## config.mk

```make
export PLATFORM = sky130hd
export DESIGN_NAME = naive_substring_search
export DESIGN_NICKNAME = d
export VERILOG_FILES = /design/src/rtl/core/nss_pkg.sv /design/src/rtl/core/naive_substring_search.sv
export VERILOG_INCLUDE_DIRS = /design/src /design/src/rtl/core
export SDC_FILE = /design/constraint.sdc
export NUM_CORES = 1
export LEC_CHECK = 0
export BUFFER_PORTS_ARGS = -buffer_cell sky130_fd_sc_hd__buf_2
export CAP_MARGIN = 30
export CORE_MARGIN = 3
export CORE_UTILIZATION = 45
export CTS_CLUSTER_SIZE = 10
export DETAILED_ROUTE_END_ITERATION = 8
export PLACE_DENSITY_LB_ADDON = 0.08
export SETUP_SLACK_MARGIN = 0.15
export SLEW_MARGIN = 5
export SYNTH_ARGS = -nofsm -noshare
export SYNTH_HDL_FRONTEND = slang
export SYNTH_SLANG_ARGS = --single-unit
```

## constraint.sdc

```tcl
create_clock -name clock -period 3.86 [get_ports clock]
set_input_delay 0.386 -clock clock [delete_from_list [all_inputs] [get_ports clock]]
set_output_delay 0.386 -clock clock [all_outputs]
set_load 0.05 [all_outputs]
```

## src/rtl/core/naive_substring_search_assert.svh

```systemverilog
// ----------------------------------------------------------------------------
// naive_substring_search assertion macros
// Concurrent check helpers; they compile to nothing under SYNTHESIS.
// ----------------------------------------------------------------------------
`ifndef NAIVE_SUBSTRING_SEARCH_ASSERT_SVH
`define NAIVE_SUBSTRING_SEARCH_ASSERT_SVH

`ifndef SYNTHESIS

// same-cycle implication
`define NSS_ASSERT_IMP(label, clk, rst, cond, prop, msg) \
   label: assert property (@(posedge clk) disable iff (rst) (cond) |-> (prop)) \
      else $error(msg);

// next-cycle implication
`define NSS_ASSERT_NEXT(label, clk, rst, cond, prop, msg) \
   label: assert property (@(posedge clk) disable iff (rst) (cond) |=> (prop)) \
      else $error(msg);

`else

`define NSS_ASSERT_IMP(label, clk, rst, cond, prop, msg)
`define NSS_ASSERT_NEXT(label, clk, rst, cond, prop, msg)

`endif

`endif

```

## src/rtl/core/nss_pkg.sv

```systemverilog
// ----------------------------------------------------------------------------
// nss_pkg
// Sizes and command codes of the substring search block.
// ----------------------------------------------------------------------------
`timescale 1ns / 1ps
`default_nettype none

package nss_pkg;

   // store capacity in bytes
   localparam int MAX_CHARS = 32;
   localparam int IDX_W     = $clog2(MAX_CHARS);
   localparam int LEN_W     = $clog2(MAX_CHARS + 1);

   localparam int CMD_W  = 3;
   localparam int BYTE_W = 8;
   localparam int CMP_W  = 9;
   localparam int POS_W  = 6;
   localparam int CMP_MAX = 255;
   localparam int DIFF_W = LEN_W + CMP_W;

   localparam int RSP_DATA_W = 16;

   localparam logic [CMD_W-1:0] CMD_TEXT    = 3'd0;
   localparam logic [CMD_W-1:0] CMD_PATTERN = 3'd1;
   localparam logic [CMD_W-1:0] CMD_CLEAR   = 3'd2;
   localparam logic [CMD_W-1:0] CMD_COMPARE = 3'd3;
   localparam logic [CMD_W-1:0] CMD_SEARCH  = 3'd4;

   localparam logic KIND_COMPARE = 1'b0;
   localparam logic KIND_SEARCH  = 1'b1;

   typedef logic [LEN_W-1:0] len_type;
   typedef logic [BYTE_W-1:0] byte_type;

endpackage : nss_pkg

`default_nettype wire

```

## src/rtl/core/naive_substring_search.sv

```systemverilog
// ----------------------------------------------------------------------------
// naive_substring_search
// Byte-loaded text and pattern stores with lexicographic compare and
// brute-force first-occurrence search.
// ----------------------------------------------------------------------------
// Usage:
//   Requests enter on req_ (tuser = command, tdata = byte). Commands 0 and 1
//   append a byte to the text or pattern store, 2 empties both, 3 compares
//   text against pattern, 4 searches the pattern in the text. Only 3 and 4
//   return a response on rsp_; unused commands are taken and dropped.
//   Loads and clears are done in the idle state. Each compare or search step
//   reads both single-port stores and checks the bytes in the next cycle.
//   A compare ends at the first differing byte or at the end of the shorter
//   string; a search ends at the first full match, or when the pattern no
//   longer fits in the text that is left; the final state hands the result
//   to the output register.
//   One request is worked at a time; req_tready is high while no compare or
//   search is in flight. A response waiting on a stalled receiver does not
//   block loads, but the next compare or search holds in its final state
//   until the output register frees up.
//   Reset empties both stores (lengths to zero) and drops any response.
//   Store contents are not cleared; only bytes below the length are read.
// ----------------------------------------------------------------------------
`timescale 1ns / 1ps
`default_nettype none

`include "naive_substring_search_assert.svh"

module naive_substring_search (
   input  wire                                clock,
   input  wire                                reset,
   // request channel
   input  wire                                req_tvalid,
   output logic                               req_tready,
   input  wire  [nss_pkg::BYTE_W-1:0]         req_tdata,  // [7:0] byte_value
   input  wire  [nss_pkg::CMD_W-1:0]          req_tuser,  // [2:0] command
   // response channel
   output logic                               rsp_tvalid,
   input  wire                                rsp_tready,
   // [8:0] compare_value, [9] found, [15:10] match_position
   output logic [nss_pkg::RSP_DATA_W-1:0]     rsp_tdata,
   output logic [0:0]                         rsp_tuser   // [0] result_kind
);

   import nss_pkg::*;

   localparam logic [2:0] S_IDLE   = 3'd0;
   localparam logic [2:0] S_CFETCH = 3'd1;
   localparam logic [2:0] S_CCHECK = 3'd2;
   localparam logic [2:0] S_SFETCH = 3'd3;
   localparam logic [2:0] S_SCHECK = 3'd4;
   localparam logic [2:0] S_DONE   = 3'd5;

   // byte stores
   byte_type text_mem [MAX_CHARS];
   byte_type pat_mem  [MAX_CHARS];

   logic [2:0] state_ff, state_in;
   len_type    text_len_ff, text_len_in;
   len_type    pat_len_ff, pat_len_in;
   len_type    idx_ff, idx_in;      // compare index, or pattern offset k in search
   len_type    start_ff, start_in;  // search start position

   logic                    res_kind_ff, res_kind_in;
   logic signed [CMP_W-1:0] res_cmp_ff, res_cmp_in;
   logic                    res_found_ff, res_found_in;
   logic [POS_W-1:0]        res_pos_ff, res_pos_in;

   logic                  rsp_valid_ff, rsp_valid_in;
   logic [RSP_DATA_W-1:0] rsp_data_ff, rsp_data_in;
   logic                  rsp_kind_ff, rsp_kind_in;

   logic             req_accept;
   logic             t_wr_en, p_wr_en;
   logic             rd_en;
   logic [IDX_W-1:0] t_rd_addr, p_rd_addr;
   byte_type         t_rd_data_ff, p_rd_data_ff;
   logic             slot_free;

   logic [LEN_W:0]           text_addr_sum;
   logic [LEN_W:0]           span_end;
   logic signed [DIFF_W-1:0] len_diff;
   logic signed [CMP_W-1:0]  len_diff_sat;
   logic signed [CMP_W-1:0]  byte_diff;

   assign req_tready = (state_ff == S_IDLE);
   assign req_accept = req_tvalid && req_tready;
   assign slot_free  = !rsp_valid_ff || rsp_tready;

   // append writes land at the current length
   assign t_wr_en = req_accept && (req_tuser == CMD_TEXT) && (text_len_ff < len_type'(MAX_CHARS));
   assign p_wr_en = req_accept && (req_tuser == CMD_PATTERN) && (pat_len_ff < len_type'(MAX_CHARS));

   // search reads text at start+k, compare at i; pattern at k or i
   assign text_addr_sum = {1'b0, start_ff} + {1'b0, idx_ff};
   assign span_end      = {1'b0, start_ff} + {1'b0, pat_len_ff};
   assign t_rd_addr     = (state_ff == S_SFETCH) ? text_addr_sum[IDX_W-1:0] : idx_ff[IDX_W-1:0];
   assign p_rd_addr     = idx_ff[IDX_W-1:0];

   // length difference, clamped to the result range
   assign len_diff = $signed(DIFF_W'(text_len_ff)) - $signed(DIFF_W'(pat_len_ff));
   always_comb begin
      priority if (len_diff > $signed(DIFF_W'(CMP_MAX))) begin
         len_diff_sat = CMP_W'(CMP_MAX);
      end else if (len_diff < -$signed(DIFF_W'(CMP_MAX))) begin
         len_diff_sat = -CMP_W'(CMP_MAX);
      end else begin
         len_diff_sat = len_diff[CMP_W-1:0];
      end
   end

   assign byte_diff = $signed({1'b0, t_rd_data_ff}) - $signed({1'b0, p_rd_data_ff});

   // memories: one write and one registered read per store
   always_ff @(posedge clock) begin
      if (t_wr_en) begin
         text_mem[text_len_ff[IDX_W-1:0]] <= req_tdata;
      end
      if (rd_en) begin
         t_rd_data_ff <= text_mem[t_rd_addr];
      end
   end

   always_ff @(posedge clock) begin
      if (p_wr_en) begin
         pat_mem[pat_len_ff[IDX_W-1:0]] <= req_tdata;
      end
      if (rd_en) begin
         p_rd_data_ff <= pat_mem[p_rd_addr];
      end
   end

   always_comb begin
      state_in     = state_ff;
      text_len_in  = text_len_ff;
      pat_len_in   = pat_len_ff;
      idx_in       = idx_ff;
      start_in     = start_ff;
      res_kind_in  = res_kind_ff;
      res_cmp_in   = res_cmp_ff;
      res_found_in = res_found_ff;
      res_pos_in   = res_pos_ff;
      rsp_valid_in = rsp_valid_ff && !rsp_tready;
      rsp_data_in  = rsp_data_ff;
      rsp_kind_in  = rsp_kind_ff;
      rd_en        = 1'b0;

      unique case (state_ff)
         S_IDLE: begin
            if (req_accept) begin
               idx_in   = '0;
               start_in = '0;
               unique case (req_tuser)
                  CMD_TEXT: begin
                     if (t_wr_en) begin
                        text_len_in = text_len_ff + len_type'(1);
                     end
                  end
                  CMD_PATTERN: begin
                     if (p_wr_en) begin
                        pat_len_in = pat_len_ff + len_type'(1);
                     end
                  end
                  CMD_CLEAR: begin
                     text_len_in = '0;
                     pat_len_in  = '0;
                  end
                  CMD_COMPARE: begin
                     res_kind_in  = KIND_COMPARE;
                     res_found_in = 1'b0;
                     res_pos_in   = '0;
                     state_in     = S_CFETCH;
                  end
                  CMD_SEARCH: begin
                     res_kind_in  = KIND_SEARCH;
                     res_cmp_in   = '0;
                     state_in     = S_SFETCH;
                  end
                  default: begin
                     // drop unused commands
                  end
               endcase
            end
         end
         S_CFETCH: begin
            if ((idx_ff >= text_len_ff) || (idx_ff >= pat_len_ff)) begin
               res_cmp_in = len_diff_sat;
               state_in   = S_DONE;
            end else begin
               rd_en    = 1'b1;
               state_in = S_CCHECK;
            end
         end
         S_CCHECK: begin
            if (t_rd_data_ff != p_rd_data_ff) begin
               res_cmp_in = byte_diff;
               state_in   = S_DONE;
            end else begin
               idx_in   = idx_ff + len_type'(1);
               state_in = S_CFETCH;
            end
         end
         S_SFETCH: begin
            priority if (idx_ff == pat_len_ff) begin
               // whole pattern matched (or pattern empty)
               res_found_in = 1'b1;
               res_pos_in   = POS_W'(start_ff);
               state_in     = S_DONE;
            end else if (span_end > {1'b0, text_len_ff}) begin
               res_found_in = 1'b0;
               res_pos_in   = '0;
               state_in     = S_DONE;
            end else begin
               rd_en    = 1'b1;
               state_in = S_SCHECK;
            end
         end
         S_SCHECK: begin
            if (t_rd_data_ff == p_rd_data_ff) begin
               idx_in = idx_ff + len_type'(1);
            end else begin
               idx_in   = '0;
               start_in = start_ff + len_type'(1);
            end
            state_in = S_SFETCH;
         end
         S_DONE: begin
            // hold the result until the output register frees up
            if (slot_free) begin
               rsp_valid_in = 1'b1;
               rsp_kind_in  = res_kind_ff;
               rsp_data_in  = {res_pos_ff, res_found_ff, res_cmp_ff};
               state_in     = S_IDLE;
            end
         end
         default: begin
            state_in = S_IDLE;
         end
      endcase
   end

   always_ff @(posedge clock) begin
      if (reset) begin
         state_ff     <= S_IDLE;
         text_len_ff  <= '0;
         pat_len_ff   <= '0;
         rsp_valid_ff <= 1'b0;
      end else begin
         state_ff     <= state_in;
         text_len_ff  <= text_len_in;
         pat_len_ff   <= pat_len_in;
         rsp_valid_ff <= rsp_valid_in;
      end
   end

   always_ff @(posedge clock) begin
      idx_ff       <= idx_in;
      start_ff     <= start_in;
      res_kind_ff  <= res_kind_in;
      res_cmp_ff   <= res_cmp_in;
      res_found_ff <= res_found_in;
      res_pos_ff   <= res_pos_in;
      rsp_data_ff  <= rsp_data_in;
      rsp_kind_ff  <= rsp_kind_in;
   end

   assign rsp_tvalid = rsp_valid_ff;
   assign rsp_tdata  = rsp_data_ff;
   assign rsp_tuser  = rsp_kind_ff;

   // ---------------------------------------------------------------- checks
   `NSS_ASSERT_IMP(a_len_bound, clock, reset, 1'b1,
      (text_len_ff <= len_type'(MAX_CHARS)) && (pat_len_ff <= len_type'(MAX_CHARS)),
      "store length beyond capacity")

   `NSS_ASSERT_IMP(a_no_write_busy, clock, reset, state_ff != S_IDLE,
      !t_wr_en && !p_wr_en, "store written during compare or search")

   `NSS_ASSERT_IMP(a_cmp_index, clock, reset, state_ff == S_CCHECK,
      (idx_ff < text_len_ff) && (idx_ff < pat_len_ff), "compare read beyond a length")

   `NSS_ASSERT_IMP(a_match_fits, clock, reset,
      (state_ff == S_DONE) && (res_kind_ff == KIND_SEARCH) && res_found_ff,
      (span_end <= {1'b0, text_len_ff}), "match extends past the text")

   `NSS_ASSERT_NEXT(a_done_hold, clock, reset,
      (state_ff == S_DONE) && rsp_valid_ff && !rsp_tready,
      (state_ff == S_DONE) && rsp_valid_ff, "result lost while receiver stalled")

endmodule : naive_substring_search

`default_nettype wire
```

==> run_results.csv <==
group,metric,value,unit
synth,synthArstFlopShare,0,%
timing,fmax,0.295,GHz
clock_tree,holdBufCountCts,0,
finish,antenna_cells,0,
die,io-pin-count,34,
finish,fill_cells,4468,
clock_tree,path_clk_slew,0.06,ns
timing,rsz0062_at_grt,"false",
clock_tree,ctsResizeCount,0,
clock_tree,tritoncts,"yes",
global_routing,first_global_vias,13200,
synth,ys_warn_count,0,
routing,drc,0,
die,die_w,240,microns
power,irDropWorstVdd,0.368,mV
finish,nets,1619,
clock_tree,clk_path_buf_depth,3,
critical_path,rr_worst_depth,9,
clock_tree,cts_max_level,3,
timing,period_share,87.8,%
global_routing,grt_max_degree,81,
finish,mostFrequentLayoutCell,"edfxtp_1",
critical_path,crit_type,"reg -> reg",
die,rows,85,
finish,utilization,51.8,%
routing,vias,12800,
global_routing,grt_overflow,0,
worst_hold_path,hp-class,"in -> reg",
routing,drt_iter0_markers,974,
die,initial_core_util,45.7,%
finish,finalNonFillerCells,2261,
timing,fin_ws,0.471,ns
clock_tree,numCtsBuffers,70,
routing,vias_per_cell,5.65,
run_status,outcome,"completed",
clock_tree,insertion_delay,0.59,ns
finish,final_cell_mix,"574 x edfxtp_1, 110 x nor2_1, 107 x mux2i_1",
critical_path,cpMaxStageDelayCell,"nor2_1",
clock_tree,cts_setup_buffers,0,
critical_path,crit_fanout,8,
worst_hold_path,worstHoldStart,"reset",
critical_path,arrival,3.71,ns
power,power_density,533,mW/mm^2
routing,wl,56.4,mm
global_routing,antenna_found_initial,0,
routing,wl_per_cell,24.9,microns
power,p_leak,9.42,nW
synth,syn-num-nets,1508,
synth,ys_seq_elements,590,
timing,max_slew.worst_pin.slew,0.841,ns
worst_hold_path,min_path_cells,2,
clock_tree,clkSinkCount,590,
synth,yosysUniqueCellTypes,54,
global_routing,grt_usage,20.1,%
critical_path,cp-end-kind,"flop",
placed_design,globalplace.congestion,0.828,
timing,whs,0.139,ns
synth,ys_seq_area_share,71.1,%
critical_path,startpoint_type,"flop",
critical_path,critical_path.startpoint,"idx_ff[0]",
finish,seq_area,0.0176,sq mm
placed_design,placedCellCount,2171,
critical_path,cp.buffers_inverters,0,
placed_design,place_ws,0.467,ns
run,maxCapViolCount,0,
timing,period_minus_slack,3.39,ns
critical_path,worstSetupPathDepth,9,
clock_tree,clockRootBuffer,"clkbuf_16",
critical_path,cp_top_family,"adder cells",
critical_path,crit_required,4.18,ns
routing,drtAntennaViolNets,0,
synth,synth_cells,1437,
critical_path,path_cells,"ha_1, fa_1, a21o_1, a21oi_1, mux2i_1, xor2_1, nor2_1, a32o_1, nor3_1",
die,die_h,240,microns
synth,ys.flop_type,"edfxtp_1",
finish,area_growth,13.3,%
synth,mappedNetlistArea,0.0247,sq mm
critical_path,rr_startpoint,"idx_ff[0]",
timing,relSlewSlack,43.8,%
finish,drive_gt1_share,18.0,%
synth,avgSynthCellArea,17.2,sq um
timing,timing.final.setup_violations,0,
global_routing,grt_pass1_wl,85.0,mm
timing,finClkSkew,0.0180,ns
finish,multi_input_area,0.00668,sq mm
placed_design,port_buffers,33,
critical_path,slowest_delay,0.56,ns
timing,finalHoldViolCount,0,
timing,tns,0,ns
timing,slew_violations,0,
die,dieArea,0.0577,sq mm
synth,synth_edf_count,574,
placed_design,dp_hpwl,35.7,mm
routing,firstDrtPassIters,5,
die,coreArea,0.0540,sq mm
## layer usage
| metal | vias to the layer above | GRT usage, % | part of all wire (%) |
|---|---|---|---|
| li1 | 5887 | - | - |
| met1 | 6557 | 27.4 | 45 |
| met2 | 238 | 33.2 | 49 |
| met3 | 92 | 3.54 | 3.3 |
| met4 | 0 | 5.85 | 2.5 |
| met5 | - | 0 | 0 |
## state kept, by name (all words and copies together), names as in the netlist
register	cells
idx_ff	6
p_rd_data_ff	8
pat_len_ff	6
pat_mem	256
res_cmp_ff	9
res_found_ff	1
res_kind_ff	1
res_pos_ff	6
rsp_tdata	16
rsp_tuser	1
rsp_tvalid	1
start_ff	6
state_ff	3
t_rd_data_ff	8
text_len_ff	6
text_mem	256
## where the power goes
| part | internal, mW | switching (mW) | total (mW) |
|---|---|---|---|
| Clock | 3.38 | 2.38 | 5.77 |
| Sequential | 7.14 | 0.0735 | 7.21 |
| Combinational | 0.780 | 1.16 | 1.94 |
| Total | 11.3 | 3.61 | 14.9 |
## worst register-to-register path: cells and delay by family (launching register included)
family / cells / cell delay [ns]
compound gates: 3 / 0.72
fa+ha+maj: 2 / 0.71
simple gates: 2 / 0.63
flops: 1 / 0.49
mux: 1 / 0.44
xor+xnor: 1 / 0.16
## cells in the mapped netlist (4+ instances only)
cell type / n / area share, %
edfxtp_1: 574 / 70
nor2_1: 110 / 1.7
mux2i_1: 107 / 4.3
mux4_2: 80 / 7.3
a211oi_1: 76 / 2.3
ha_1: 52 / 2.6
nor2b_1: 48 / 1.2
a21oi_1: 40 / 0.81
nand2_1: 39 / 0.59
inv_1: 36 / 0.55
nand3_1: 26 / 0.53
clkbuf_1: 24 / 0.36
buf_2: 23 / 0.47
xnor2_1: 18 / 0.64
dfxtp_1: 16 / 1.3
mux2_2: 16 / 0.73
o21ai_0: 14 / 0.28
nor3_1: 11 / 0.22
xor2_1: 11 / 0.39
o211ai_1: 10 / 0.30
a211o_1: 8 / 0.28
a21o_1: 8 / 0.24
a32o_1: 8 / 0.32
buf_6: 7 / 0.32
nand2b_1: 7 / 0.18
and2_1: 6 / 0.15
buf_4: 6 / 0.18
nand4_1: 6 / 0.15
o22ai_1: 6 / 0.15
buf_1: 4 / 0.061
fa_1: 4 / 0.32
## logic make-up (layout without fill, tap and decap cells)
kind of cell | Yosys count | count (layout) | synth area share, %
adders and majority gates | 56 | 56 | 2.96
AOI/OAI and AO/OA | 190 | 190 | 5.35
DFF | 590 | 590 | 71.1
muxes | 204 | 204 | 12.5
buffers and inverters | 100 | 228 | 1.94
xor gates and xnor gates | 29 | 29 | 1.03
and+or+nand+nor | 268 | 268 | 5.15
## per-stage QoR
| step | cell area (sq um) | total power [mW] |
|---|---|---|
| after floorplan | 24700 | 8.64 |
| after global placement | 26000 | 9.29 |
| after detailed placement | 26000 | 9.31 |
| after CTS | 27900 | 15.1 |
| after global routing | 28000 | 15.5 |
| final | 28000 | 14.9 |
## worst paths after layout
check,end,slack (ns)
min reg2reg,rsp_tdata[9],0.42
min,state_ff[2],0.14
max reg2reg,t_rd_data_ff[0],0.47
max,t_rd_data_ff[0],0.47
## cell type report
cell class / count / area share, %
Inverter: 36 / 0.483
Sequential cell: 590 / 62.8
Multi-Input combinational cell: 747 / 23.9
Tap cell: 696 / 3.11
Timing Repair Buffer: 103 / 2.84
Clock buffer: 82 / 6.69
Clock inverter: 7 / 0.219
No activity file was read; power rests on OpenSTA's default activity.
